[config.mk]
export PLATFORM = sky130hd
export DESIGN_NAME = vsc_ctrl
export DESIGN_NICKNAME = d
export VERILOG_FILES = /design/src/sv/vsc_pkg.sv /design/src/sv/vsc_ctrl.sv
export SDC_FILE = /design/constraint.sdc
export NUM_CORES = 1
export LEC_CHECK = 0
export BUFFER_PORTS_ARGS = -buffer_cell sky130_fd_sc_hd__buf_2
export CAP_MARGIN = 20
export CORE_AREA = 2 2 39 41
export DETAILED_ROUTE_END_ITERATION = 6
export DIE_AREA = 0 0 41 43
export HOLD_SLACK_MARGIN = 0.08
export PLACE_DENSITY_LB_ADDON = 0.3
export SYNTH_ARGS = -nofsm -noshare
export SYNTH_HDL_FRONTEND = slang
export SYNTH_SLANG_ARGS = --single-unit
[constraint.sdc]
create_clock -name clock -period 1.3 [get_ports clock]
set_input_delay 0.065 -clock clock [delete_from_list [all_inputs] [get_ports clock]]
set_output_delay 0.065 -clock clock [all_outputs]
set_load 0.05 [all_outputs]
[src/sv/vsc_pkg.sv]
package vsc_pkg;

   // grid geometry
   localparam int GRID_X      = 16;
   localparam int GRID_Y      = 16;
   localparam int GRID_Z      = 16;
   localparam int VOXEL_COUNT = GRID_X * GRID_Y * GRID_Z;
   localparam int ADDR_W      = (VOXEL_COUNT > 1) ? $clog2(VOXEL_COUNT) : 1;
   localparam int COORD_W     = 4;
   localparam int PLANE       = GRID_X * GRID_Y;

   // item codes
   localparam logic ACT_WRITE = 1'b0;
   localparam logic ACT_QUERY = 1'b1;

   // read sequence: centre voxel, then the six face neighbours
   localparam int NBR_W = 3;
   localparam logic [NBR_W-1:0] NB_CENTRE = 3'd0;
   localparam logic [NBR_W-1:0] NB_XM     = 3'd1;
   localparam logic [NBR_W-1:0] NB_XP     = 3'd2;
   localparam logic [NBR_W-1:0] NB_YM     = 3'd3;
   localparam logic [NBR_W-1:0] NB_YP     = 3'd4;
   localparam logic [NBR_W-1:0] NB_ZM     = 3'd5;
   localparam logic [NBR_W-1:0] NB_ZP     = 3'd6;

   typedef struct packed {
      logic               action;
      logic [COORD_W-1:0] pos_x;
      logic [COORD_W-1:0] pos_y;
      logic [COORD_W-1:0] pos_z;
      logic               present_in;
   } req_type;

   typedef struct packed {
      logic present_out;
      logic on_surface;
   } rsp_type;

   typedef enum logic [2:0] {
      ST_CLEAR,
      ST_IDLE,
      ST_WRITE,
      ST_READ,
      ST_LAST,
      ST_FINISH
   } state_type;

   // controller to datapath
   typedef struct packed {
      logic             clear_step;
      logic             load;
      logic             write;
      logic             issue;
      logic [NBR_W-1:0] nbr;
      logic             take;
      logic             take_centre;
      logic             out_load;
   } cmd_type;

   // datapath to controller
   typedef struct packed {
      logic clear_done;
      logic req_query;
      logic in_grid;
      logic on_face;
      logic rsp_free;
   } sts_type;

   function automatic logic coord_inside(input logic [COORD_W-1:0] c, input int grid);
      return 32'(c) < grid;
   endfunction

   function automatic logic coord_on_face(input logic [COORD_W-1:0] c, input int grid);
      return (c == '0) || (32'(c) == grid - 1);
   endfunction

   function automatic logic [ADDR_W-1:0] voxel_addr(input logic [COORD_W-1:0] x,
                                                    input logic [COORD_W-1:0] y,
                                                    input logic [COORD_W-1:0] z);
      return ADDR_W'(x) + ADDR_W'(y) * ADDR_W'(GRID_X) + ADDR_W'(z) * ADDR_W'(PLANE);
   endfunction

   // address of one voxel of the read sequence, centre must be interior
   function automatic logic [ADDR_W-1:0] nbr_addr(input logic [ADDR_W-1:0] centre,
                                                  input logic [NBR_W-1:0] nbr);
      logic [ADDR_W-1:0] a;
      unique case (nbr)
         NB_XM:   a = centre - ADDR_W'(1);
         NB_XP:   a = centre + ADDR_W'(1);
         NB_YM:   a = centre - ADDR_W'(GRID_X);
         NB_YP:   a = centre + ADDR_W'(GRID_X);
         NB_ZM:   a = centre - ADDR_W'(PLANE);
         NB_ZP:   a = centre + ADDR_W'(PLANE);
         default: a = centre;
      endcase
      return a;
   endfunction

endpackage

[src/sv/vsc_ctrl.sv]
module vsc_ctrl (
   input  logic             clock,
   input  logic             reset,
   input  logic             req_valid,
   output logic             req_stall,
   input  vsc_pkg::sts_type sts,
   output vsc_pkg::cmd_type cmd
);
   import vsc_pkg::*;

   state_type        state_ff, state_in;
   logic [NBR_W-1:0] idx_ff, idx_in;
   logic [NBR_W-1:0] last_idx;

   always_ff @(posedge clock) begin
      if (reset) begin
         state_ff <= ST_CLEAR;
         idx_ff   <= NB_CENTRE;
      end else begin
         state_ff <= state_in;
         idx_ff   <= idx_in;
      end
   end

   // face voxels need only the centre read
   assign last_idx = sts.on_face ? NB_CENTRE : NB_ZP;

   // next state and commands
   always_comb begin
      state_in  = state_ff;
      idx_in    = idx_ff;
      cmd       = '0;
      req_stall = 1'b1;
      unique case (state_ff)
         ST_CLEAR: begin
            cmd.clear_step = 1'b1;
            if (sts.clear_done) begin
               state_in = ST_IDLE;
            end
         end
         ST_IDLE: begin
            req_stall = 1'b0;
            if (req_valid) begin
               cmd.load = 1'b1;
               idx_in   = NB_CENTRE;
               state_in = sts.req_query ? ST_READ : ST_WRITE;
            end
         end
         ST_WRITE: begin
            cmd.write = 1'b1;
            state_in  = ST_IDLE;
         end
         ST_READ: begin
            if (!sts.in_grid) begin
               state_in = ST_FINISH;
            end else begin
               // issue one read, take the data of the previous one
               cmd.issue       = 1'b1;
               cmd.nbr         = idx_ff;
               cmd.take        = (idx_ff != NB_CENTRE);
               cmd.take_centre = (idx_ff == NB_XM);
               idx_in          = idx_ff + NBR_W'(1);
               if (idx_ff == last_idx) begin
                  state_in = ST_LAST;
               end
            end
         end
         ST_LAST: begin
            cmd.take        = 1'b1;
            cmd.take_centre = (idx_ff == NB_XM);
            state_in        = ST_FINISH;
         end
         ST_FINISH: begin
            if (sts.rsp_free) begin
               cmd.out_load = 1'b1;
               state_in     = ST_IDLE;
            end
         end
         default: begin
            state_in = ST_IDLE;
         end
      endcase
   end

endmodule

==> run metrics <==
outcome=finished with violations; failing checks=negative setup slack; Inst Count DP=100; detailed-route DRC error count=0; pwr dens=1040 nW/um2; worst-path maximum fanout=6; routed vias=540; Routed WL per cell=11.7 um; DIE AREA=1760 um2; clock tree buffer depth=2; R2R Path End=state_ff[2]; R2R cell count=4; sequential element share of the synthesized area=26.4%; final instance count without filler cells=110; Worst-path clk slew=0.05 ns; CP Depth=4; top cells by count, synth=dfxtp_1, nand2_1, a21oi_1, nand2b_1, nor3_1; Initial Utilization=32.8%; drt first pass iters=3; Min Hold Slack=0.142 ns; startpoint of the worst hold path=sts[2]; Buf+Inv Stages, Crit Path=2; clk_skew=0.00346 ns; Die Width=41 um; Synth area leaders=dfxtp_1, ha_1, nand2b_1, a21oi_1, nor3_1; Root Buffer=clkbuf_4; Leakage=0.402 nW; Setup WS post-layout=-0.135 ns; WP data arrival=1.37 ns; Critical Path Source Type=register; max_cap viols=0; largest net degree at the start of global routing=7; end-of-flow core utilization=64.9%; CP Class=register to primary output; Max rail drop VDD=0.000783 V; CP Launch Point=state_ff[2]; synthesized flop and latch total=6; critical path endpoint=cmd[2]; number of H-tree levels=1; initial antenna violation count=0; CTS tree=built; Multi-input gate area=393 um2; IO Count=19; Final Hold Vio Count=0; first-pass GRT wire length=1840 um; CTS sink cnt=6; P&R area growth vs syn=97.8%; gpl congestion=0.808; RSZ-0062 raised after global routing=yes; Finish-stage setup viols=11; Fillers=112; number of synthesized flops with an enable pin=0; CP Capture Type=primary output; CP peak stage delay=0.37 ns; register area=131 um2; Final ANT Viol Nets=0; Die Height=43 um; Critical R2R Launch=state_ff[1]; Nets=106; Worst EP required=1.24 ns; vias in the first global route=441; core area=1380 um2; Peak Freq=0.697 GHz; cell family with most CP delay=flip-flops; Cell Rows=14; Final Max Slew Viols=0; Final min period=1.44 ns; TritonCTS buffer count=3; Design Power=930 uW; Distinct cells, synth=29; top-area cell type share of the netlist area=26.4%; main flop type after synthesis=dfxtp_1; Post-Synthesis Cells=57; Diodes inserted=0; Port Buffers=18; Mean Syn Cell Area=7.97 um2; HPWL after DPL=911 um; net count after synthesis=68; WL final=1290 um; Tcrit/Tclk final=110%; Synth Cell Area=454 um2; R2R setup slack=-0.07 ns; Yosys top cell by area=dfxtp_1; Min-Delay Path Class=primary input to register; most common cell in the netlist=dfxtp_1; Crit-path slowest cell=dfxtp_4; proportion of layout cells with a drive suffix above 1=63.8%; Worst Max-Slew Pin Slew=0.250 ns; drt via density=4.91; GR Overflow Total=0; Post-synth ARST share=0%; 1st-iter DRT viols=6; Yosys warnings=0; crit path cell chain=and4b_2 -> buf_6 -> a22o_4 -> buf_8; Worst-Skew Late Latency=0.25 ns; Tot GR Track Use=15.6%; worst rel slew slack=83.4%
-- cells by family after synthesis --
| kind of cell | Yosys count | share of synthesized area, % |
|---|---|---|
| AOI/OAI and AO/OA | 11 | 15.7 |
| and+or+nand+nor | 29 | 38.6 |
| adders and majority gates | 3 | 8.27 |
| xor gates and xnor gates | 2 | 3.86 |
| DFF | 6 | 26.4 |
| muxes | 1 | 2.48 |
| buffers and inverters | 5 | 4.68 |
-- repair_timing --
item | 4_1_cts | 5_1_grt
hold buffers | 1 | 0
pin swaps | 4 | 6
hold endpoints to repair | 4 | 0
gates resized for setup | 29 | 15
endpoints found under the setup margin | 11 | 15
setup buffers | 2 | 3
-- layout make-up --
type | count | area share [%]
Multi-Input combinational cell | 46 | 43.7
Timing Repair Buffer | 35 | 35.2
Sequential cell | 6 | 14.6
Clock buffer | 4 | 2.92
Tap cell | 16 | 2.23
Inverter | 3 | 1.25
-- worst reg2reg max path, delay by kind of cell, from the launching register on --
kind	cells	cell delay, ns
compound gates	3	0.39
flops	1	0.35
simple gates	1	0.52
-- worst min path at each step --
stage	to	slack, ns	cells past startpoint
final	state_ff[0]	0.14	4
after global routing	state_ff[0]	0.16	3
after CTS	state_ff[0]	0.13	4
after detailed placement	state_ff[1]	0.32	2
after global placement	state_ff[1]	0.32	2
after floorplan	state_ff[1]	0.13	1
-- layout by cell type, fill, tap and decap left out, types with 4 or more instances in the layout --
cell | synthesis | final
clkbuf_4 | 0 | 4
nand2_1 | 5 | 5
buf_4 | 0 | 9
buf_2 | 2 | 8
buf_6 | 0 | 13
-- metrics by stage --
stage | setup slack (ns) | TNS (ns) | cell area (um2)
after global placement | -0.0173 | -0.0173 | 682
after global routing | -0.192 | -1.58 | 898
after CTS | -0.152 | -0.987 | 827
after floorplan | -0.212 | -0.345 | 508
after detailed placement | -0.0411 | -0.0411 | 682
final | -0.135 | -0.914 | 898
-- state kept, by name (all words and copies together) (netlist names) --
register and cells:
idx_ff 3, state_ff 3
-- layer usage --
layer  up-vias  wire length (um)  GRT usage, %
met5         -                 0             0
met4         0                 6          10.0
met3         2                41          3.14
met2        13               639          20.6
met1       250               598          22.1
li1        275                 -             -
-- where the power goes --
| group | leakage, nW | switching [mW] | internal, mW |
|---|---|---|---|
| clock network | 0.0150 | 0.0782 | 0.117 |
| registers | 0.0509 | 0.0212 | 0.205 |
| logic | 0.336 | 0.265 | 0.244 |
| total | 0.402 | 0.364 | 0.566 |
(Power assumes the default switching activity.)
